==> src/rtl/core/rti_pkg.sv <==
// ----------------------------------------------------------------------------
// rti_pkg
// Shared types, register indexes, operand codes and the product schedule
// for the ray/triangle intersection block.
// ----------------------------------------------------------------------------
package rti_pkg;

  localparam int COORD_WIDTH   = 32;
  localparam int FRAC_BITS_DEF = 16;
  localparam int DIST_WIDTH    = 31;
  localparam int NORM_WIDTH    = 16;
  localparam int CFG_AW        = 3;
  localparam int CFG_DW        = 32;
  localparam int WIDE          = 64;
  localparam int ACCW          = 128;

  // saturation bound +-(2^60-1)
  localparam logic signed [WIDE-1:0] WMAX = 64'sh0FFF_FFFF_FFFF_FFFF;

  typedef logic signed [COORD_WIDTH-1:0] coord_t;

  typedef struct packed {
    logic   new_ray;
    coord_t v1_x;
    coord_t v1_y;
    coord_t v1_z;
    coord_t v2_x;
    coord_t v2_y;
    coord_t v2_z;
    coord_t v3_x;
    coord_t v3_y;
    coord_t v3_z;
  } rti_in_t;

  typedef struct packed {
    logic                         hit;
    logic [DIST_WIDTH-1:0]        distance;
    logic signed [NORM_WIDTH-1:0] normal_x;
    logic signed [NORM_WIDTH-1:0] normal_y;
    logic signed [NORM_WIDTH-1:0] normal_z;
  } rti_out_t;

  // configuration register indexes
  typedef enum logic [CFG_AW-1:0] {
    REG_ORG_X    = 3'd0,
    REG_ORG_Y    = 3'd1,
    REG_ORG_Z    = 3'd2,
    REG_DIR_X    = 3'd3,
    REG_DIR_Y    = 3'd4,
    REG_DIR_Z    = 3'd5,
    REG_MAX_DIST = 3'd6
  } rti_reg_t;

  // request to the divide / square root unit
  typedef struct packed {
    logic       start;
    logic       sqrt_mode;
    logic [5:0] count;
  } rti_ds_req_t;

  // operand selects for the shared multiplier
  typedef enum logic [4:0] {
    OP_DX, OP_DY, OP_DZ,
    OP_E1X, OP_E1Y, OP_E1Z,
    OP_E2X, OP_E2Y, OP_E2Z,
    OP_TX, OP_TY, OP_TZ,
    OP_PX, OP_PY, OP_PZ,
    OP_QX, OP_QY, OP_QZ,
    OP_NX, OP_NY, OP_NZ
  } rti_opnd_t;

  typedef enum logic [3:0] {
    DST_NONE, DST_PX, DST_PY, DST_PZ, DST_QX, DST_QY, DST_QZ,
    DST_NX, DST_NY, DST_NZ, DST_DET, DST_UN, DST_VN, DST_TN
  } rti_dst_t;

  typedef struct packed {
    rti_opnd_t a;
    rti_opnd_t b;
    logic      neg;    // subtract this term
    logic      first;  // clear accumulator
    logic      last;   // saturate and write back
    logic      sq;     // exact square into the length sum
    rti_dst_t  dst;
  } rti_uop_t;

  localparam logic [5:0] STEP_TEST_END = 6'd23;
  localparam logic [5:0] STEP_NRM      = 6'd24;
  localparam logic [5:0] STEP_LAST     = 6'd32;

  // product schedule: p = d x e2, det, un, q = t x e1, vn, tn, n = e1 x e2, |n|^2
  function automatic rti_uop_t rti_ucode(input logic [5:0] step);
    rti_uop_t u;
    u = '{a: OP_DX, b: OP_DX, neg: 1'b0, first: 1'b0, last: 1'b0, sq: 1'b0,
          dst: DST_NONE};
    case (step)
      6'd0:  begin u.a = OP_DY;  u.b = OP_E2Z; u.first = 1'b1; end
      6'd1:  begin u.a = OP_DZ;  u.b = OP_E2Y; u.neg = 1'b1; u.last = 1'b1; u.dst = DST_PX; end
      6'd2:  begin u.a = OP_DZ;  u.b = OP_E2X; u.first = 1'b1; end
      6'd3:  begin u.a = OP_DX;  u.b = OP_E2Z; u.neg = 1'b1; u.last = 1'b1; u.dst = DST_PY; end
      6'd4:  begin u.a = OP_DX;  u.b = OP_E2Y; u.first = 1'b1; end
      6'd5:  begin u.a = OP_DY;  u.b = OP_E2X; u.neg = 1'b1; u.last = 1'b1; u.dst = DST_PZ; end
      6'd6:  begin u.a = OP_E1X; u.b = OP_PX;  u.first = 1'b1; end
      6'd7:  begin u.a = OP_E1Y; u.b = OP_PY;  end
      6'd8:  begin u.a = OP_E1Z; u.b = OP_PZ;  u.last = 1'b1; u.dst = DST_DET; end
      6'd9:  begin u.a = OP_TX;  u.b = OP_PX;  u.first = 1'b1; end
      6'd10: begin u.a = OP_TY;  u.b = OP_PY;  end
      6'd11: begin u.a = OP_TZ;  u.b = OP_PZ;  u.last = 1'b1; u.dst = DST_UN; end
      6'd12: begin u.a = OP_TY;  u.b = OP_E1Z; u.first = 1'b1; end
      6'd13: begin u.a = OP_TZ;  u.b = OP_E1Y; u.neg = 1'b1; u.last = 1'b1; u.dst = DST_QX; end
      6'd14: begin u.a = OP_TZ;  u.b = OP_E1X; u.first = 1'b1; end
      6'd15: begin u.a = OP_TX;  u.b = OP_E1Z; u.neg = 1'b1; u.last = 1'b1; u.dst = DST_QY; end
      6'd16: begin u.a = OP_TX;  u.b = OP_E1Y; u.first = 1'b1; end
      6'd17: begin u.a = OP_TY;  u.b = OP_E1X; u.neg = 1'b1; u.last = 1'b1; u.dst = DST_QZ; end
      6'd18: begin u.a = OP_DX;  u.b = OP_QX;  u.first = 1'b1; end
      6'd19: begin u.a = OP_DY;  u.b = OP_QY;  end
      6'd20: begin u.a = OP_DZ;  u.b = OP_QZ;  u.last = 1'b1; u.dst = DST_VN; end
      6'd21: begin u.a = OP_E2X; u.b = OP_QX;  u.first = 1'b1; end
      6'd22: begin u.a = OP_E2Y; u.b = OP_QY;  end
      6'd23: begin u.a = OP_E2Z; u.b = OP_QZ;  u.last = 1'b1; u.dst = DST_TN; end
      6'd24: begin u.a = OP_E1Y; u.b = OP_E2Z; u.first = 1'b1; end
      6'd25: begin u.a = OP_E1Z; u.b = OP_E2Y; u.neg = 1'b1; u.last = 1'b1; u.dst = DST_NX; end
      6'd26: begin u.a = OP_E1Z; u.b = OP_E2X; u.first = 1'b1; end
      6'd27: begin u.a = OP_E1X; u.b = OP_E2Z; u.neg = 1'b1; u.last = 1'b1; u.dst = DST_NY; end
      6'd28: begin u.a = OP_E1X; u.b = OP_E2Y; u.first = 1'b1; end
      6'd29: begin u.a = OP_E1Y; u.b = OP_E2X; u.neg = 1'b1; u.last = 1'b1; u.dst = DST_NZ; end
      6'd30: begin u.a = OP_NX;  u.b = OP_NX;  u.sq = 1'b1; u.first = 1'b1; end
      6'd31: begin u.a = OP_NY;  u.b = OP_NY;  u.sq = 1'b1; end
      6'd32: begin u.a = OP_NZ;  u.b = OP_NZ;  u.sq = 1'b1; end
      default: u.dst = DST_NONE;
    endcase
    return u;
  endfunction

  function automatic logic [WIDE-1:0] rti_mag(input logic signed [WIDE-1:0] x);
    return x[WIDE-1] ? (WIDE'(0) - x) : x;
  endfunction

endpackage

==> src/rtl/core/rti_mul.sv <==
// ----------------------------------------------------------------------------
// rti_mul
// Unsigned 64 x 64 multiplier, 16 multiplier bits per cycle.
// ----------------------------------------------------------------------------
module rti_mul
  import rti_pkg::*;
(
  input  logic                clk,
  input  logic                rst_n,
  input  logic                start,
  input  logic [WIDE-1:0]     a,
  input  logic [WIDE-1:0]     b,
  output logic                done,
  output logic [ACCW-1:0]     prod
);

  logic [ACCW-1:0] acc_r;
  logic [WIDE-1:0] a_r, b_r;
  logic [1:0]      cnt_r;
  logic            busy_r, done_r;
  logic [WIDE+15:0] part;

  // one 64 x 16 partial product, high chunk first
  assign part = a_r * b_r[WIDE-1 -: 16];

  always_ff @(posedge clk) begin
    if (!rst_n) begin
      busy_r <= 1'b0;
      done_r <= 1'b0;
      cnt_r  <= '0;
    end else begin
      done_r <= 1'b0;
      if (start) begin
        busy_r <= 1'b1;
        cnt_r  <= '0;
        a_r    <= a;
        b_r    <= b;
        acc_r  <= '0;
      end else if (busy_r) begin
        acc_r <= {acc_r[ACCW-17:0], 16'd0} + ACCW'(part);
        b_r   <= {b_r[WIDE-17:0], 16'd0};
        cnt_r <= cnt_r + 2'd1;
        if (cnt_r == 2'd3) begin
          busy_r <= 1'b0;
          done_r <= 1'b1;
        end
      end
    end
  end

  assign done = done_r;
  assign prod = acc_r;

endmodule

==> config.mk <==
export PLATFORM = sky130hd
export DESIGN_NAME = rti_mul
export DESIGN_NICKNAME = d
export VERILOG_FILES = /design/src/rtl/core/rti_pkg.sv /design/src/rtl/core/rti_mul.sv
export SDC_FILE = /design/constraint.sdc
export NUM_CORES = 2
export LEC_CHECK = 0
export BUFFER_PORTS_ARGS = -buffer_cell sky130_fd_sc_hd__buf_2
export CORE_MARGIN = 1.5
export CORE_UTILIZATION = 65
export DETAILED_ROUTE_END_ITERATION = 10
export GPL_ROUTABILITY_DRIVEN = 0
export PLACE_DENSITY = 0.87
export SLEW_MARGIN = 15
export SYNTH_ARGS = -nofsm -noshare
export SYNTH_HDL_FRONTEND = slang
export SYNTH_SLANG_ARGS = --single-unit
==> constraint.sdc <==
create_clock -name clk -period 10.4 [get_ports clk]
set_input_delay 2.08 -clock clk [delete_from_list [all_inputs] [get_ports clk]]
set_output_delay 2.08 -clock clk [all_outputs]
set_load 0.005 [all_outputs]
# Word-level counts from Yosys, hierarchy flattened
# Cells that the tools add are included.
[classes]
mul = 1
eq_ne = 1
n_addsub = 2
n_reduce_logical = 5
n_mux = 7
bitwise_logic = 2
[ops]
columns = ["op", "count"]
rows = [
  ["$add 128x80->128", 1],
  ["$mux 128", 1],
  ["$mux 64", 2],
  ["$mul 64x16->80", 1],
  ["$mux 1", 4],
  ["$reduce_and 2->1", 2],
  ["$reduce_or 3->1", 1],
  ["$add 2x1->2 const B", 1],
  ["$eq 2x2->1 const B", 1],
  ["$not 1->1", 2],
  ["$reduce_bool 2->1", 1],
  ["$reduce_or 2->1", 1],
]
[totals]
wordCells = 24
reg_bits = 260
out_inout_bits = 129

# Depth between registers and ports, before layout
[depth]
ltp_word = 4
ltp_mapped = 27
depth_no_buf = 24

# Worst setup path after synthesis
# Ideal clock, no wire load.
[synth_timing]
path_type = "in2reg"
startpoint = "in start"
endpoint = "reg b_r[0], enable pin"
required_time_ns = 9.830
arrival_time_ns = 6.706
path_stages = 3
n_path_buf = 2
setup_slack_ns = 3.124
setup_ns = 0.570
cell_sequence = "clkbuf_1 > buf_4 > o21a_1"
[synth_between]
elab_chain_cells = 2
[synth_lines]
columns = ["item", "line", "text"]
rows = [
  ["start: declaration", "rti_mul.sv:10", "input logic start,"],
  ["$reduce_bool 2->1 (no source line)", "n/a", ""],
  ["$reduce_and 2->1 (no source line)", "n/a", ""],
  ["end signal: assignment", "rti_mul.sv:41", "b_r <= {b_r[WIDE-17:0], 16'd0};"],
  ["end: declaration", "rti_mul.sv:18", "logic [WIDE-1:0] a_r, b_r;"],
]
# Every way passes these cells.
# A chain may end at the register's enable or synchronous reset.

# Final worst setup path
[layout_timing]
startpoint = "reg b_r[51]"
endpoint = "reg acc_r[113] (netlist: prod[113]) (data pin)"
[layout_between]
elab_chain_cells = 3
[layout_lines]
columns = ["item", "line", "text"]
rows = [
  ["$mul 64x16->80", "rti_mul.sv:24", "assign part = a_r * b_r[WIDE-1 -: 16];"],
  ["$add 128x80->128", "rti_mul.sv:40", "acc_r <= {acc_r[ACCW-17:0], 16'd0} + ACCW'(part);"],
  ["$mux 128", "rti_mul.sv:39", "end else if (busy_r) begin"],
  ["end signal: assignment", "rti_mul.sv:40", ""],
  ["end: declaration", "rti_mul.sv:17", "logic [ACCW-1:0] acc_r;"],
]
# Every way passes these cells. The select of a mux whose other input is x is not followed.

==> out/metrics.yaml <==
logic_synthesis:
  yosysWarnings: 0
  postSynthAreaPerCell_um2: 9.34
  synth-edff-count: 256
  synthCells: 4790
  synth_area_leaders: "fa_1, edfxtp_1, inv_1"
  synth_ff_type: "edfxtp_1"
  synth_cell_types: 73
  synth_top_cell_by_area: "fa_1"
  yosysMostFrequentCell: "inv_1"
  synth-seq-area-share_pct: 17.4
  synth_nets: 6020
  synth-async-reset-ratio_pct: 0
  synth.top_cell.area_share_pct: 41.6
  syn-cell-area_um2: 44700
  ys_ff_latch: 260
  synthTopCellsByCount: "inv_1, fa_1, nand2_1"
worst_setup_path:
  cpPeakStageDelay_ns: 1.14
  critical_path_class: "reg2reg"
  start_kind: "register"
  cp_top_family: "adder cells"
  worstPathArrival_ns: 8.73
  worstPathMaxFanout: 39
  crit_path_frequent_cell: "fa_1"
  critical_path_required_ns: 10.68
  regToRegSetupSlack_ns: 1.95
  reg2reg_from: "b_r[51]"
  reg2regPathDepth: 24
  cp-end-kind: "register"
  timing.rr.end: "prod[113]"
  path_cells: "buf_12 -> nand2_1 -> fa_1 -> inv_1 -> fa_1 -> inv_1 -> fa_1 -> inv_1 -> fa_1 -> fa_1 -> inv_1 -> fa_1 -> inv_1 -> ha_1 -> nand2_1 -> nor2_1 -> nand2_1 -> nor4_1 -> o211ai_1 -> nand3_2 -> a31oi_4 -> or4_1 -> xor2_1 -> nor2_1"
  crit_buf_inv: 6
  crit_slowest_cell: "edfxtp_1"
detailed_routing:
  dr.pass1.iters: 7
  wl_mm: 123
  vias: 34400
  drt_iter0_drc: 3481
  avgRoutedWirePerCell_um: 21.3
  avgViaCountPerCell: 5.96
  drc_errors: 0
  ant_nets: 0
global_routing:
  antenna_found_initial: 9
  grt_pass1_vias: 38100
  grt_usage_pct: 36.6
  grt_pass1_wl_mm: 199
  grt_max_degree: 122
  overflow: 0
sta:
  whs_ns: 0.513
  worst_pin_slew_ns: 1.19
  period_minus_slack_ns: 8.45
  finClkSkew_ns: 0.0657
  max_freq_mhz: 118
  min_period_over_period_pct: 81.2
  hold_viol: 0
  slew_headroom_pct: 20.9
  setup_viol_count_final: 0
  grt_setup_unrepaired: "no"
  slew_violations: 0
  setup_tns_ns: 0
  fin_ws_ns: 1.95
layout:
  fin_cells: 5776
  nNetsFinal: 6097
  drive_above_1_share_pct: 8.65
  area_delta_synth_final_pct: 6.27
placement:
  dpl.hpwl_mm: 94.0
  dp_worst_setup_slack_ns: 2.30
  dp.cells: 5711
  port_buffers: 259
floorplan:
  core-area_um2: 68300
  start_util_pct: 65.5
  die_w_um: 265
  die_h_um: 265
  placementRows: 96
  design.die.area_um2: 70400
  pin_count: 260
clocking:
  postCtsSetupRepairBufs: 0
  cts_tree: "done"
  clock_sinks: 260
  ctsHoldBuffers: 0
  cts_inserted_buffers: 35
  cts-resized-gates: 0
  cts_buffer_depth: 3
  clkSlewWorstSetupHoldPaths_ns: 0.06
  cts-root-buf: "clkbuf_16"
  htree_levels: 2
  worstSkewPairLatency_ns: 0.62
worst_hold_path:
  min_to: "done"
  min_delay_path_depth: 2
  hold_path_class: "reg2reg"
  hp-start: "busy_r"
run:
  maxCapViolations: 0
run_status:
  status: "finished clean"
[cells by family after synthesis]
group	Yosys count	share of synthesized area (%)
xor+xnor	104	2.04
fa+ha+maj	1099	46.3
compound gates	337	4.87
simple gates	1529	16.0
mux	60	1.51
buf+inv	1401	11.9
flops	260	17.4
[worst max path at each step]
stage | slack (ns) | cells past startpoint | from | end
2_1_floorplan | 3.12 | 3 | start | b_r[0]
3_3_place_gp | 2.40 | 24 | b_r[51] | prod[113]
3_5_place_dp | 2.30 | 24 | b_r[51] | prod[113]
4_1_cts | 2.14 | 24 | b_r[51] | prod[113]
5_1_grt | 1.63 | 24 | b_r[51] | prod[113]
6_report | 1.95 | 24 | b_r[51] | prod[113]
[registers in the layout, indices dropped and copies added, names as in the netlist]
signal	flops
b_r	64
a_r	64
done	1
prod	128
busy_r	1
cnt_r	2
[layer usage]
layer	vias up	GRT usage, %	part of all wire [%]
li1	14300	-	-
met1	17100	44.8	34
met2	2390	58.9	47
met3	606	9.61	12
met4	8	21.3	6.5
met5	-	0	0.11
[layout make-up]
type / count / area, um^2
Multi-Input combinational cell: 3129 / 31700
Tap cell: 882 / 1100
Clock inverter: 19 / 223
Inverter: 1159 / 4350
Timing Repair Buffer: 282 / 1510
Antenna cell: 4 / 10.0
Clock buffer: 41 / 898
Fill cell: 4815 / 20800
Sequential cell: 260 / 7770
[worst register-to-register path, cell delays in order, from the launching register on]
cell,delay (ns)
edfxtp_1,1.14
buf_12,0.31
nand2_1,0.17
fa_1,0.54
inv_1,0.06
fa_1,0.53
inv_1,0.05
fa_1,0.50
inv_1,0.06
fa_1,0.50
fa_1,0.52
inv_1,0.06
fa_1,0.51
inv_1,0.08
ha_1,0.43
nand2_1,0.18
nor2_1,0.24
nand2_1,0.08
nor4_1,0.50
o211ai_1,0.21
nand3_2,0.22
a31oi_4,0.31
or4_1,0.65
xor2_1,0.20
nor2_1,0.06
[cell usage in the layout, fill, tap and decap left out, types with 5 or more instances in the layout]
master,count
a211oi_1,13
a21boi_0,7
a21o_1,41
a21oi_1,124
a31oi_1,10
and2_1,382
and3_1,17
buf_2,258
buf_4,19
clkbuf_1,6
clkbuf_16,35
edfxtp_1,256
fa_1,930
ha_1,169
inv_1,1159
mux2_2,58
nand2_1,758
nand2b_1,6
nand3_1,35
nand4_1,52
nor2_1,181
nor2b_1,23
nor3_1,33
nor4_1,9
o211ai_1,5
o21a_1,5
o21ai_0,60
o21bai_1,26
o31ai_1,8
or2_2,9
or3_1,7
xnor2_1,70
xor2_1,34
[through the flow]
stage / cell area, um^2 / util, %
finish: 47600 / 69.6
global route: 47600 / 69.6
CTS: 47500 / 69.6
detailed placement: 46400 / 67.9
global placement: 46400 / 67.9
floorplan: 44700 / -
Power is not shown: default switching activity piles up to over one toggle a cycle in this logic, so the estimate is an artifact.
