===== src/rtl/core/rti_pkg.sv =====
// ----------------------------------------------------------------------------
// rti_pkg
// Shared types, register indexes, operand codes and the product schedule
// for the ray/triangle intersection block.
// ----------------------------------------------------------------------------
package rti_pkg;

  localparam int COORD_WIDTH   = 32;
  localparam int FRAC_BITS_DEF = 16;
  localparam int DIST_WIDTH    = 31;
  localparam int NORM_WIDTH    = 16;
  localparam int CFG_AW        = 3;
  localparam int CFG_DW        = 32;
  localparam int WIDE          = 64;
  localparam int ACCW          = 128;

  // saturation bound +-(2^60-1)
  localparam logic signed [WIDE-1:0] WMAX = 64'sh0FFF_FFFF_FFFF_FFFF;

  typedef logic signed [COORD_WIDTH-1:0] coord_t;

  typedef struct packed {
    logic   new_ray;
    coord_t v1_x;
    coord_t v1_y;
    coord_t v1_z;
    coord_t v2_x;
    coord_t v2_y;
    coord_t v2_z;
    coord_t v3_x;
    coord_t v3_y;
    coord_t v3_z;
  } rti_in_t;

  typedef struct packed {
    logic                         hit;
    logic [DIST_WIDTH-1:0]        distance;
    logic signed [NORM_WIDTH-1:0] normal_x;
    logic signed [NORM_WIDTH-1:0] normal_y;
    logic signed [NORM_WIDTH-1:0] normal_z;
  } rti_out_t;

  // configuration register indexes
  typedef enum logic [CFG_AW-1:0] {
    REG_ORG_X    = 3'd0,
    REG_ORG_Y    = 3'd1,
    REG_ORG_Z    = 3'd2,
    REG_DIR_X    = 3'd3,
    REG_DIR_Y    = 3'd4,
    REG_DIR_Z    = 3'd5,
    REG_MAX_DIST = 3'd6
  } rti_reg_t;

  // request to the divide / square root unit
  typedef struct packed {
    logic       start;
    logic       sqrt_mode;
    logic [5:0] count;
  } rti_ds_req_t;

  // operand selects for the shared multiplier
  typedef enum logic [4:0] {
    OP_DX, OP_DY, OP_DZ,
    OP_E1X, OP_E1Y, OP_E1Z,
    OP_E2X, OP_E2Y, OP_E2Z,
    OP_TX, OP_TY, OP_TZ,
    OP_PX, OP_PY, OP_PZ,
    OP_QX, OP_QY, OP_QZ,
    OP_NX, OP_NY, OP_NZ
  } rti_opnd_t;

  typedef enum logic [3:0] {
    DST_NONE, DST_PX, DST_PY, DST_PZ, DST_QX, DST_QY, DST_QZ,
    DST_NX, DST_NY, DST_NZ, DST_DET, DST_UN, DST_VN, DST_TN
  } rti_dst_t;

  typedef struct packed {
    rti_opnd_t a;
    rti_opnd_t b;
    logic      neg;    // subtract this term
    logic      first;  // clear accumulator
    logic      last;   // saturate and write back
    logic      sq;     // exact square into the length sum
    rti_dst_t  dst;
  } rti_uop_t;

  localparam logic [5:0] STEP_TEST_END = 6'd23;
  localparam logic [5:0] STEP_NRM      = 6'd24;
  localparam logic [5:0] STEP_LAST     = 6'd32;

  // product schedule: p = d x e2, det, un, q = t x e1, vn, tn, n = e1 x e2, |n|^2
  function automatic rti_uop_t rti_ucode(input logic [5:0] step);
    rti_uop_t u;
    u = '{a: OP_DX, b: OP_DX, neg: 1'b0, first: 1'b0, last: 1'b0, sq: 1'b0,
          dst: DST_NONE};
    case (step)
      6'd0:  begin u.a = OP_DY;  u.b = OP_E2Z; u.first = 1'b1; end
      6'd1:  begin u.a = OP_DZ;  u.b = OP_E2Y; u.neg = 1'b1; u.last = 1'b1; u.dst = DST_PX; end
      6'd2:  begin u.a = OP_DZ;  u.b = OP_E2X; u.first = 1'b1; end
      6'd3:  begin u.a = OP_DX;  u.b = OP_E2Z; u.neg = 1'b1; u.last = 1'b1; u.dst = DST_PY; end
      6'd4:  begin u.a = OP_DX;  u.b = OP_E2Y; u.first = 1'b1; end
      6'd5:  begin u.a = OP_DY;  u.b = OP_E2X; u.neg = 1'b1; u.last = 1'b1; u.dst = DST_PZ; end
      6'd6:  begin u.a = OP_E1X; u.b = OP_PX;  u.first = 1'b1; end
      6'd7:  begin u.a = OP_E1Y; u.b = OP_PY;  end
      6'd8:  begin u.a = OP_E1Z; u.b = OP_PZ;  u.last = 1'b1; u.dst = DST_DET; end
      6'd9:  begin u.a = OP_TX;  u.b = OP_PX;  u.first = 1'b1; end
      6'd10: begin u.a = OP_TY;  u.b = OP_PY;  end
      6'd11: begin u.a = OP_TZ;  u.b = OP_PZ;  u.last = 1'b1; u.dst = DST_UN; end
      6'd12: begin u.a = OP_TY;  u.b = OP_E1Z; u.first = 1'b1; end
      6'd13: begin u.a = OP_TZ;  u.b = OP_E1Y; u.neg = 1'b1; u.last = 1'b1; u.dst = DST_QX; end
      6'd14: begin u.a = OP_TZ;  u.b = OP_E1X; u.first = 1'b1; end
      6'd15: begin u.a = OP_TX;  u.b = OP_E1Z; u.neg = 1'b1; u.last = 1'b1; u.dst = DST_QY; end
      6'd16: begin u.a = OP_TX;  u.b = OP_E1Y; u.first = 1'b1; end
      6'd17: begin u.a = OP_TY;  u.b = OP_E1X; u.neg = 1'b1; u.last = 1'b1; u.dst = DST_QZ; end
      6'd18: begin u.a = OP_DX;  u.b = OP_QX;  u.first = 1'b1; end
      6'd19: begin u.a = OP_DY;  u.b = OP_QY;  end
      6'd20: begin u.a = OP_DZ;  u.b = OP_QZ;  u.last = 1'b1; u.dst = DST_VN; end
      6'd21: begin u.a = OP_E2X; u.b = OP_QX;  u.first = 1'b1; end
      6'd22: begin u.a = OP_E2Y; u.b = OP_QY;  end
      6'd23: begin u.a = OP_E2Z; u.b = OP_QZ;  u.last = 1'b1; u.dst = DST_TN; end
      6'd24: begin u.a = OP_E1Y; u.b = OP_E2Z; u.first = 1'b1; end
      6'd25: begin u.a = OP_E1Z; u.b = OP_E2Y; u.neg = 1'b1; u.last = 1'b1; u.dst = DST_NX; end
      6'd26: begin u.a = OP_E1Z; u.b = OP_E2X; u.first = 1'b1; end
      6'd27: begin u.a = OP_E1X; u.b = OP_E2Z; u.neg = 1'b1; u.last = 1'b1; u.dst = DST_NY; end
      6'd28: begin u.a = OP_E1X; u.b = OP_E2Y; u.first = 1'b1; end
      6'd29: begin u.a = OP_E1Y; u.b = OP_E2X; u.neg = 1'b1; u.last = 1'b1; u.dst = DST_NZ; end
      6'd30: begin u.a = OP_NX;  u.b = OP_NX;  u.sq = 1'b1; u.first = 1'b1; end
      6'd31: begin u.a = OP_NY;  u.b = OP_NY;  u.sq = 1'b1; end
      6'd32: begin u.a = OP_NZ;  u.b = OP_NZ;  u.sq = 1'b1; end
      default: u.dst = DST_NONE;
    endcase
    return u;
  endfunction

  function automatic logic [WIDE-1:0] rti_mag(input logic signed [WIDE-1:0] x);
    return x[WIDE-1] ? (WIDE'(0) - x) : x;
  endfunction

endpackage


===== src/rtl/core/rti_divsqrt.sv =====
// ----------------------------------------------------------------------------
// rti_divsqrt
// Restoring divider and integer square root sharing one compare/subtract,
// one result bit per cycle.
// ----------------------------------------------------------------------------
module rti_divsqrt
  import rti_pkg::*;
(
  input  logic            clk,
  input  logic            rst_n,
  input  rti_ds_req_t     req,
  input  logic [ACCW-1:0] num,     // dividend or radicand
  input  logic [ACCW-1:0] den_sh,  // divisor aligned to the top quotient bit
  output logic            done,
  output logic [WIDE-1:0] res
);

  logic [ACCW-1:0] rem_r, sh_r, res_r;
  logic [5:0]      cnt_r;
  logic            busy_r, mode_r, done_r;
  logic [ACCW-1:0] cand;
  logic            ge;

  // shared compare against the trial value
  assign cand = mode_r ? (res_r | sh_r) : sh_r;
  assign ge   = (rem_r >= cand);

  always_ff @(posedge clk) begin
    if (!rst_n) begin
      busy_r <= 1'b0;
      done_r <= 1'b0;
      cnt_r  <= '0;
      mode_r <= 1'b0;
    end else begin
      done_r <= 1'b0;
      if (req.start) begin
        busy_r <= 1'b1;
        mode_r <= req.sqrt_mode;
        cnt_r  <= req.count;
        rem_r  <= num;
        res_r  <= '0;
        sh_r   <= req.sqrt_mode ? (ACCW'(1) << 122) : den_sh;
      end else if (busy_r) begin
        if (ge) rem_r <= rem_r - cand;
        if (mode_r) begin
          res_r <= ge ? ((res_r >> 1) | sh_r) : (res_r >> 1);
          sh_r  <= sh_r >> 2;
        end else begin
          res_r <= {res_r[ACCW-2:0], ge};
          sh_r  <= sh_r >> 1;
        end
        cnt_r <= cnt_r - 6'd1;
        if (cnt_r == 6'd1) begin
          busy_r <= 1'b0;
          done_r <= 1'b1;
        end
      end
    end
  end

  assign done = done_r;
  assign res  = res_r[WIDE-1:0];

endmodule


===== config.mk =====
export PLATFORM = sky130hd
export DESIGN_NAME = rti_divsqrt
export DESIGN_NICKNAME = d
export VERILOG_FILES = /design/src/rtl/core/rti_pkg.sv /design/src/rtl/core/rti_divsqrt.sv
export SDC_FILE = /design/constraint.sdc
export NUM_CORES = 1
export LEC_CHECK = 0
export BUFFER_PORTS_ARGS = -buffer_cell sky130_fd_sc_hd__buf_4
export CORE_MARGIN = 3
export CORE_UTILIZATION = 35
export CTS_CLUSTER_SIZE = 28
export DETAILED_ROUTE_END_ITERATION = 10
export PLACE_DENSITY = 0.61
export SETUP_SLACK_MARGIN = 0.02
export SKIP_CTS_REPAIR_TIMING = 1
export SLEW_MARGIN = 20
export SYNTH_ARGS = -nofsm -noshare
export SYNTH_HDL_FRONTEND = slang
export SYNTH_SLANG_ARGS = --single-unit

===== constraint.sdc =====
create_clock -name clk -period 10 [get_ports clk]
set_input_delay 0.5 -clock clk [delete_from_list [all_inputs] [get_ports clk]]
set_output_delay 0.5 -clock clk [all_outputs]
set_load 0.05 [all_outputs]

# Yosys cells after proc, flatten, opt, wreduce, memory -nomap -nowiden
# Cells that the tools add are included.
# word_totals
ff_bits,393
input_bits,266
output_inout_bits,65
elab_cells,37
# classes
add_sub_neg,2
order_cmp,1
n_eq_ne,1
n_mux,17
bitwise_logic,4
reduce_logical,5
# ops
cell,n
128-bit 2-to-1 mux,10
128-bit >= comparator,1
127-bit by 128-bit bitwise OR with 128-bit output,1
128-bit bitwise OR,1
128-bit subtractor,1
127-bit 2-to-1 mux,1
6-bit 2-to-1 mux,2
"6-bit by 1-bit equality test with 1-bit output, second input constant",1
"6-bit by 1-bit subtractor with 6-bit output, second input constant",1
1-bit 2-to-1 mux,4
2-bit nonzero test,2
3-bit AND reduction,1
3-bit OR reduction,1
1-bit NOT,2
2-bit AND reduction,1

# Depth between registers and ports, before layout
# Gate-level depths: netlist of the first run.
# logic_depth
word_depth,6
depth_mapped,20
ltp_nobuf,15

# Least setup slack after synthesis of the first run
# OpenSTA, ideal clock, no wires.
# synth_path
path_type,flip-flop to flip-flop
startpoint,reg mode_r
endpoint,"reg rem_r[0], enable pin"
arrival_ps,9923
required_ps,9308
slack_ps,-615
stages_incl_launch_ff,18
path_cell_list,dfxtp_1 clkbuf_1 clkbuf_1 clkbuf_1 buf_1 a21oi_1 ha_1 clkbuf_1 nand2_1 nor2_1 a21oi_1 o21ai_0 a21oi_1 o21bai_1 a21oi_1 nor2_1 nor2_1 a31oi_1
# synth_between
elab_chain_len,4
# synth_lines
item,line,text
"start, declared",rti_divsqrt.sv:20,"logic busy_r, mode_r, done_r;"
"start signal, assigned",rti_divsqrt.sv:38,mode_r <= req.sqrt_mode;
128-bit 2-to-1 mux,rti_divsqrt.sv:25,assign cand = mode_r ? (res_r | sh_r) : sh_r;
128-bit >= comparator,rti_divsqrt.sv:26,assign ge = (rem_r >= cand);
2-bit nonzero test (no source line),-,
3-bit AND reduction (no source line),-,
"end signal, assigned",rti_divsqrt.sv:40,rem_r <= num;
"end signal, assigned",rti_divsqrt.sv:44,if (ge) rem_r <= rem_r - cand;
"end, declared",rti_divsqrt.sv:18,"logic [ACCW-1:0] rem_r, sh_r, res_r;"
# No other way between the ends.
# A chain may end at the register's enable or synchronous reset.

# Worst setup path after layout of the first run
# layout_path
startpoint,reg mode_r
endpoint,reg res_r[50] (data pin)
# layout_between
elab_chain_len,5
# layout_lines
item,line,text
128-bit 2-to-1 mux,rti_divsqrt.sv:25,
128-bit >= comparator,rti_divsqrt.sv:26,
128-bit 2-to-1 mux,rti_divsqrt.sv:46,res_r <= ge ? ((res_r >> 1) | sh_r) : (res_r >> 1);
128-bit 2-to-1 mux (*),rti_divsqrt.sv:45,if (mode_r) begin
128-bit 2-to-1 mux (*),rti_divsqrt.sv:43,end else if (busy_r) begin
"end signal, assigned",rti_divsqrt.sv:46,
"end signal, assigned",rti_divsqrt.sv:49,"res_r <= {res_r[ACCW-2:0], ge};"
"end, declared",rti_divsqrt.sv:18,
# Mark *: on every way between the ends. The rest lies on a longest branch, timed or not. The select of a mux whose other input is x is not followed.

==> results of run 1 <==
-- per-stage QoR --
step	instance area (sq um)	utilization [%]	setup slack, ns
final	32500	40.9	3.32
after global routing	32500	40.9	2.83
after CTS	32500	40.9	3.30
after detailed placement	31000	39.1	3.35
after global placement	31000	39.1	3.41
after floorplan	28200	-	2.18
-- worst max-delay path: cells and delay by family (launching register included) --
family | cells | cell delay (ns)
flops | 1 | 0.80
fa+ha+maj | 1 | 0.45
buf+inv | 3 | 1.85
simple gates | 3 | 0.66
compound gates | 9 | 2.54
-- registers in the layout, indices dropped and copies added (netlist names) --
register / count
rem_r: 128
res_r: 128
sh_r: 128
cnt_r: 6
busy_r: 1
done: 1
mode_r: 1
-- cell usage in the layout, fill, tap and decap left out, types with 34 or more instances in the layout --
cell,count
clkbuf_16,49
edfxtp_1,384
nand2_1,420
a22o_1,128
ha_1,130
a21o_1,195
o21ai_0,339
a21oi_1,334
nor3_1,34
xnor2_1,70
nand4_1,69
inv_1,46
mux2i_1,129
o21bai_1,50
nor2_1,132
buf_4,350
xor2_1,49
-- cell type report --
type                       count  area (sq um)  area share (%)
antenna                        2          5.00          0.0154
multi-input combinational   2359         15100            46.5
clock buffer                  64          1280            3.95
sequential                   393         11700            36.0
timing repair buffer         353          2680            8.25
clock inverter                19           191           0.589
tap                         1050          1310            4.04
inverter                      49           191           0.589
-- report_power, final --
| group | switching, uW | total, uW | internal [uW] |
|---|---|---|---|
| Sequential | 116 | 2130 | 2010 |
| Combinational | 1020 | 1640 | 618 |
| Clock | 703 | 1700 | 995 |
-- metal layers --
metal | GRT usage (%) | up-vias | wire length, um
li1 | - | 11700 | -
met1 | 30.1 | 11700 | 42300
met2 | 32.9 | 831 | 41800
met3 | 3.75 | 107 | 6240
met4 | 4.89 | 2 | 2020
met5 | 0 | - | 12
-- kinds of logic (layout without fill, tap and decap cells) --
group | count (synthesis) | after routing
muxes | 132 | 132
AOI/OAI and AO/OA | 1210 | 1210
DFF | 393 | 393
adders and majority gates | 131 | 131
other | 0 | 2
buffers and inverters | 302 | 485
xor gates and xnor gates | 119 | 119
and+or+nand+nor | 767 | 767
-- path summary, 6_finish.rpt --
check / start / end / depth (start not counted)
setup / recovery: mode_r / res_r[50] / 16
setup reg to reg: mode_r / res_r[50] / 16
hold / removal: req[0] / cnt_r[0] / 2
hold reg to reg: cnt_r[4] / busy_r / 2
==> run summary, run 1 <==
Unrepaired setup endpoints after global routing: false
Critical path arrival: 7.13 ns
Area contributors post-synth: edfxtp_1, o21ai_0, a21oi_1
Final setup vio count: 0
Cell count after synthesis: 3,054
Crit path top cell by count: buf_4
Initial antenna violation count: 4
CP max stage delay: 0.80 ns
Area of the die: 0.0841 sq mm
Leakage dissipation: 0.0131 uW
Top FF cell, synth: edfxtp_1
Crit path cell chain: buf_4 -> a21oi_1 -> ha_1 -> nand4_1 -> nor3_1 -> nand4_1 -> a21oi_1 -> o21bai_1 -> a21boi_1 -> o21bai_1 -> a21boi_1 -> o31ai_2 -> a21oi_4 -> buf_4 -> buf_4 -> a21o_1
DR vias/cell: 5.67
Post-synthesis compound-gate area fraction: 27.2%
Row count: 103
GRT Total Usage: 21.0%
Final hold vios: 0
Synth area leader: edfxtp_1
Number of H-tree levels: 2
DR WL/cell: 21.5 um
Pwr Density: 168 mW/mm^2
FFs w/ async S/R, synth: 0%
EDFF count, synth: 384
Core Box Area: 0.0794 sq mm
Largest net degree at the start of global routing: 159
Drc violations: 0
Root buf cell: clkbuf_16
Clock slew at reported path FFs: 0.06 ns
Via count: 24,300
TritonCTS clock tree: done
Synth Area in Adders: 5.83%
Grt total ovfl: 0
Post-route ant nets: 0
Initial Util: 35.6%
YS warnings: 0
Dpl cells: 4,204
R2R Setup Slk: 3.32 ns
Syn nets: 3,451
Synth-to-Final Area Change: 15.1%
Hold Crit Class: in2reg
Worst slew pin tran: 1.07 ns
Sequential area share after synthesis: 41.5%
Proportion of synthesized area in mux cells: 4.69%
Commonest cells post-synth: nand2_1, edfxtp_1, o21ai_0, a21oi_1, a21o_1
Vias in the first global route: 23,600
Final nets: 3,599
Drt total wl: 92.4 mm
Die boundary height: 290 um
Synth Area in Simple Gates: 12.0%
Crit-path max FO: 59
Count leader, synth: nand2_1
Largest family of logic cells by synthesized area: compound AO/OA/AOI/OAI gates
Avg Cell Area, Syn: 9.25 sq um
Peak VDD IR: 104 uV
Hold WS: 0.148 ns
Synth top area share: 40.8%
Netlist cell types: 83
Post-route insts no fill: 4,289
TritonCTS Sinks: 393
Req. time, crit path: 10.45 ns
Fin crit share: 66.8%
CTS Buffer Depth: 3
CTS Buf Count: 46
Relative slew slack: 28.4%
Number of port buffers: 330
Post-DP HPWL: 69.5 mm
Outcome: completed
Max-cap violations: 0
Worst-Skew Late Latency: 0.59 ns
DIE WIDTH: 290 um
DRT iter0 DRCs: 2,241
Final Wtd Congestion: 0.920
Synthesized cell area: 0.0282 sq mm
Pins over their slew limit: 0
Post-synthesis xor/xnor area fraction: 3.69%
Clock Skews: 0.0221 ns
Fillcell total: 8,041
Critical Path Sink Type: register
IO Pins: 331
CP max stage cell: dfxtp_4
Layout cell share with drive strength beyond 1: 13.8%
Min Tclk post-route: 6.68 ns
Register bit count reported by yosys: 393
Global-route wire length before repair: 142 mm
Crit Path Category: reg2reg
Drt pass-1 iters: 6
Setup TNS: 0 ns
Pwr Total: 5460 uW
Crit start category: register
Fmax achieved: 150 MHz
No activity file was read; power rests on OpenSTA's default activity.
==> inputs of run 2 (changes only) <==
clock period = 5.7 ns   (was 10 ns; I/O delays follow)
==> run 2 against run 1 <==
- the run now ends with negative hold slack, max-slew violations left
- combinational power is 79% higher
- first-iteration DRC count fell by 12%
- core utilization rose by 0.99 points
- sequential share of layout area shrank 0.85 points
- non-clock buffer count rose by 60
- final cell count is 1.6% higher
- die area stayed put
- worst hold slack lost 0.17 ns
- final area rose by 2.4%
- sequential cell count unchanged
- critical path depth shrank 1
==> run summary, run 2 (synthesis gave the netlist of run 1 again) <==
Outcome: complete, but fails checks
Violated checks: negative hold slack, max-slew violations
DRT iter0 DRCs: 1,966
Most frequent cells in the layout: nand2_1, edfxtp_1, buf_4, o21ai_0, a21oi_1
Initial antenna violation count: 8
TritonCTS clock tree: done
Pins over their slew limit: 128
DIE WIDTH: 290 um
Footprint of the multi-input gates: 0.0151 sq mm
Final nets: 3,661
Core Box Area: 0.0794 sq mm
Synth-to-Final Area Change: 17.9%
Final setup vio count: 0
Layout cell share with drive strength beyond 1: 14.0%
Setup TNS: 0 ns
Worst-Skew Late Latency: 0.59 ns
Relative slew slack: -5.33%
Vias in the first global route: 23,900
Fmax achieved: 209 MHz
FF/Latch Area: 0.0117 sq mm
Via count: 24,900
Min Tclk post-route: 4.79 ns
Largest net degree at the start of global routing: 218
Final hold vios: 26
Post-route ant nets: 0
Grt total ovfl: 0
Unrepaired setup endpoints after global routing: false
Worst hold path cell count: 3
RR Endpoint: rem_r[122]
Post-DP HPWL: 70.0 mm
R2R Setup Slk: 0.91 ns
Final Wtd Congestion: 0.936
Sw power: 3290 uW
GRT Total Usage: 21.2%
Sequential Power Share: 37.8%
Number of port buffers: 330
Fillcell total: 8,007
Pwr Density: 295 mW/mm^2
Row count: 103
CTS Buf Count: 48
Peak VDD IR: 229 uV
Fin crit share: 84.0%
Crit Path Category: reg2reg
Number of H-tree levels: 2
Hold WS: -0.0218 ns
Max-cap violations: 0
Crit-path max FO: 31
DR WL/cell: 21.4 um
Die boundary height: 290 um
Hold Crit Class: in2reg
Req. time, crit path: 6.00 ns
Critical path arrival: 5.09 ns
P_int: 6530 uW
Drt total wl: 93.3 mm
Worst Hold Path EP: sh_r[100]
Area of the die: 0.0841 sq mm
TritonCTS Sinks: 393
Cell Area, Placed: 0.0311 sq mm
Switching part of the total: 33.5%
Clock power frac: 32.3%
Leakage dissipation: 0.0134 uW
DR vias/cell: 5.72
Reg2reg start: mode_r
Critical Path Sink Type: register
Most common cell after layout, fill and taps aside: nand2_1
Comb power frac: 29.9%
Drt pass-1 iters: 6
Crit start category: register
Root buf cell: clkbuf_16
Largest registers: rem_r x128, res_r x128, sh_r x128
Drc violations: 0
Final instance area: 0.0333 sq mm
HP Start: den_sh[100]
Reg2reg path depth: 15
IO Pins: 331
Worst slew pin tran: 1.58 ns
Clock Skews: 0.0230 ns
Clock slew at reported path FFs: 0.06 ns
Global-route wire length before repair: 143 mm
Initial Util: 35.6%
CTS Buffer Depth: 3
[run 2: cell count changes in the layout (fill, tap and decap cells not counted), moves of 2 or more]
| cell | delta |
|---|---|
| buf_12 | +6 |
| clkinv_2 | +3 |
| a21boi_1 | -2 |
| inv_6 | +3 |
| diode_2 | +3 |
| dlygate4sd3_1 | +55 |
| bufinv_16 | +2 |
| clkbuf_8 | +3 |
| clkbuf_1 | -5 |
[run 2: worst max path at each step]
stage	slack (ns)	from	endpoint
after CTS	0.98	mode_r	res_r[44]
final	0.91	mode_r	rem_r[122]
after global routing	0.75	mode_r	res_r[44]
after floorplan	0.05	mode_r	rem_r[0]
after global placement	1.06	mode_r	res_r[45]
after detailed placement	0.99	mode_r	res_r[44]
[run 2: routing by layer]
metal / global-route usage, % / vias up / wire length [um]
met5: 0 / - / 0
met4: 5.50 / 0 / 2110
met3: 4.01 / 118 / 6340
met2: 33.5 / 798 / 42700
met1: 29.7 / 12100 / 42100
li1: - / 11800 / -
[run 2: power groups by stage]
stage	Sequential, uW	Combinational (uW)	Clock [uW]
floorplan	3710	2070	0
global placement	3770	2870	0
detailed placement	3770	2880	0
CTS	3710	2900	3230
global route	3740	3230	3330
finish	3720	2940	3170
[run 2: metrics by stage]
| stage | total power [uW] | instances | setup WS (ns) | hold slack (ns) | util, % |
|---|---|---|---|---|---|
| 2_1_floorplan | 5790 | 3054 | 0.0520 | 0.407 | - |
| 3_3_place_gp | 6640 | 4209 | 1.06 | 0.513 | 39.2 |
| 3_5_place_dp | 6650 | 4209 | 0.992 | 0.513 | 39.2 |
| 4_1_cts | 9840 | 4296 | 0.980 | -0.108 | 41.2 |
| 5_1_grt | 10300 | 4352 | 0.749 | -0.000362 | 41.9 |
| 6_report | 9820 | 4356 | 0.914 | -0.0218 | 41.9 |
[run 2: final cells by class]
type | count | area share [%]
diodes | 5 | 0.0376
clock buffers | 62 | 3.92
repair buffers | 413 | 10.0
well taps | 1050 | 3.95
multi-input cells | 2359 | 45.5
inverters | 49 | 0.564
clock inverters | 25 | 0.834
flip-flops and latches | 393 | 35.2
[run 2: critical path, cell delays in order (launching register included)]
cell and delay, ns:
dfxtp_4 0.53, buf_12 0.25, a21oi_1 0.13, ha_1 0.41, a21o_1 0.23, a21o_1 0.17, a21oi_1 0.33, nand4_1 0.21
a2111oi_0 0.82, and4b_1 0.29, a211oi_1 0.27, buf_4 0.19, o21ai_1 0.13, o21ai_1 0.23, xor2_1 0.19, o21ai_1 0.07
==> inputs of run 3 (changes only) <==
ABC_AREA = 1   (was default)
PLACE_DENSITY = 0.59   (was 0.61)
clock period = 4.9 ns   (was 5.7 ns; I/O delays follow)
==> run 3 against run 2 <==
- the run ends with negative hold slack left
- sequential share of layout area is 6.9 points lower
- power up 26%
- critical path type unchanged
- die area increased by 20%
- worst hold slack got worse by 0.022 ns
- wire length increased by 57%
==> run summary, run 3 <==
Outcome: complete, but fails checks
Violated checks: negative hold slack
Number of H-tree levels: 2
TritonCTS clock tree: done
Area of the die: 0.101 sq mm
Relative slew slack: 24.7%
Switching part of the total: 39.5%
Crit start category: register
Leakage dissipation: 0.0205 uW
Max-cap violations: 0
CP delay by family, top: simple AND/OR/NAND/NOR gates
Sw power: 4890 uW
CTS Buffer Depth: 3
Drc violations: 0
Initial antenna violation count: 1
Final Wtd Congestion: 1.03
Grt total ovfl: 0
Hold Crit Class: in2reg
FFs w/ async S/R, synth: 0%
Synth-to-Final Area Change: 21.9%
Fin crit share: 92.8%
Vias in the first global route: 33,400
Synthesized cell area: 0.0340 sq mm
Reg2reg path depth: 14
Via count: 35,400
Crit path top cell by count: nand2_1
Pwr Density: 299 mW/mm^2
Commonest cells post-synth: nand2_1, inv_1, nor2_1, nand3_1, edfxtp_1
Synth area leader: edfxtp_1
Largest net degree at the start of global routing: 130
Root buf cell: clkbuf_16
Global-route wire length before repair: 213 mm
IO Pins: 331
Unrepaired setup endpoints after global routing: false
R2R Setup Slk: 0.35 ns
Netlist cell types: 43
Sequential Power Share: 34.6%
Most common cell after layout, fill and taps aside: nand2_1
Layout cell share with drive strength beyond 1: 10.7%
P_int: 7500 uW
Comb power frac: 37.8%
Most frequent cells in the layout: nand2_1, inv_1, nor2_1, nand3_1, edfxtp_1
DRT iter0 DRCs: 3,357
Reg2reg start: mode_r
Pins over their slew limit: 0
Largest registers: rem_r x128, res_r x128, sh_r x128
Peak VDD IR: 242 uV
Count leader, synth: nand2_1
Critical Path Stages: 14
Post-route ant nets: 0
Placement Setup Slack: 0.460 ns
Clock Skews: 0.0314 ns
Initial Util: 35.5%
Row count: 113
Drt pass-1 iters: 5
Worst path bufs/invs: 2
TritonCTS Sinks: 393
Hold WS: -0.0439 ns
HP Start: den_sh[51]
DIE WIDTH: 318 um
Critical Path Sink Type: register
Clock power frac: 27.5%
EDFF count, synth: 384
Post-DP HPWL: 117 mm
Sequential area share after synthesis: 34.5%
Number of port buffers: 330
Die boundary height: 318 um
Worst Hold Path EP: sh_r[51]
Avg Cell Area, Syn: 6.41 sq um
Min Tclk post-route: 4.55 ns
Final hold vios: 3
DR vias/cell: 5.00
Syn nets: 5,696
Crit-path max FO: 78
Final nets: 6,175
Drt total wl: 146 mm
CP max stage cell: dfxtp_4
YS warnings: 0
CP max stage delay: 0.67 ns
Worst-Skew Late Latency: 0.63 ns
DR WL/cell: 20.7 um
Final setup vio count: 0
Register bit count reported by yosys: 393
Crit Path Category: reg2reg
Core Box Area: 0.0956 sq mm
GRT Total Usage: 27.6%
RR Endpoint: rem_r[69]
Area contributors post-synth: edfxtp_1, nand2_1, inv_1
Synth top area share: 33.9%
Final Util: 43.3%
Worst hold path cell count: 3
Clock slew at reported path FFs: 0.06 ns
Req. time, crit path: 5.26 ns
Setup WS post-layout: 0.354 ns
Cell count after synthesis: 5,299
Critical path arrival: 4.91 ns
Top FF cell, synth: edfxtp_1
Worst slew pin tran: 1.13 ns
Fmax achieved: 220 MHz
Crit path cell chain: buf_12 -> a21oi_1 -> ha_1 -> nand2_1 -> nor2_1 -> inv_1 -> nor2_1 -> nand2_1 -> nor2_1 -> nand4_1 -> nand3_1 -> nand2_1 -> nand3_1 -> nand2_1
CTS Buf Count: 47
==> run 3: cell types whose count changed in the layout (fill, tap and decap cells not counted), moves of 129 or more <==
cell and change:
nand2_1 +1547, inv_1 +835, nand3_1 +393, nor2_1 +311, dlygate4sd3_1 +195, a21o_1 -194, o21ai_0 -162, mux2i_1 -129
==> run 3: worst min-delay path, stage by stage <==
cell     delay, ns
buf_4         0.08
nand2_1       0.06
o21ai_0       0.07
==> run 3: metal layers <==
layer,part of all wire (%),vias up,track usage (%)
met1,47,16600,40.1
met4,2.6,0,7.03
li1,-,17600,-
met3,4.9,163,3.12
met5,0,-,0
met2,45,1048,43.7
==> run 3: worst max path at each step <==
stage	from	end
2_1_floorplan	req[7]	rem_r[0]
3_3_place_gp	mode_r	rem_r[69]
3_5_place_dp	mode_r	rem_r[90]
4_1_cts	mode_r	rem_r[86]
5_1_grt	mode_r	rem_r[91]
6_report	mode_r	rem_r[69]
==> run 3: area by class of cell <==
cell class / count / area (sq um)
Multi-Input combinational cell: 3807 / 17800
Clock inverter: 23 / 175
Tap cell: 1265 / 1580
Clock buffer: 62 / 1260
Sequential cell: 393 / 11700
Inverter: 889 / 3350
Antenna cell: 1 / 2.50
Fill cell: 10200 / 54200
Timing Repair Buffer: 640 / 5560
==> run 3: power by group through the flow <==
stage,Combinational [uW],Sequential [uW],Clock [uW]
after floorplan,2920,4290,0
after global placement,4450,4360,0
after detailed placement,4470,4350,0
after CTS,4480,4280,3490
final,4690,4290,3410
after global routing,5150,4320,3610
==> run 3: kinds of logic after synthesis <==
kind of cell / after synthesis / share of synthesized area [%]
XOR/XNOR: 46 / 1.19
buffers and inverters: 1099 / 13.3
flip-flops: 393 / 34.5
adder cells (fa/ha/maj): 131 / 4.85
AO/OA/AOI/OAI: 628 / 10.1
AND/OR/NAND/NOR: 3002 / 36.0
==> run 3: through the flow <==
stage	cells	total power (uW)	TNS (ns)	instance area, sq um
3_3_place_gp	6744	8810	0	37500
6_report	7080	12400	0	41400
2_1_floorplan	5299	7210	-224.29	34000
3_5_place_dp	6744	8820	0	37500
4_1_cts	6829	12300	0	38900
5_1_grt	7079	13100	0	41400
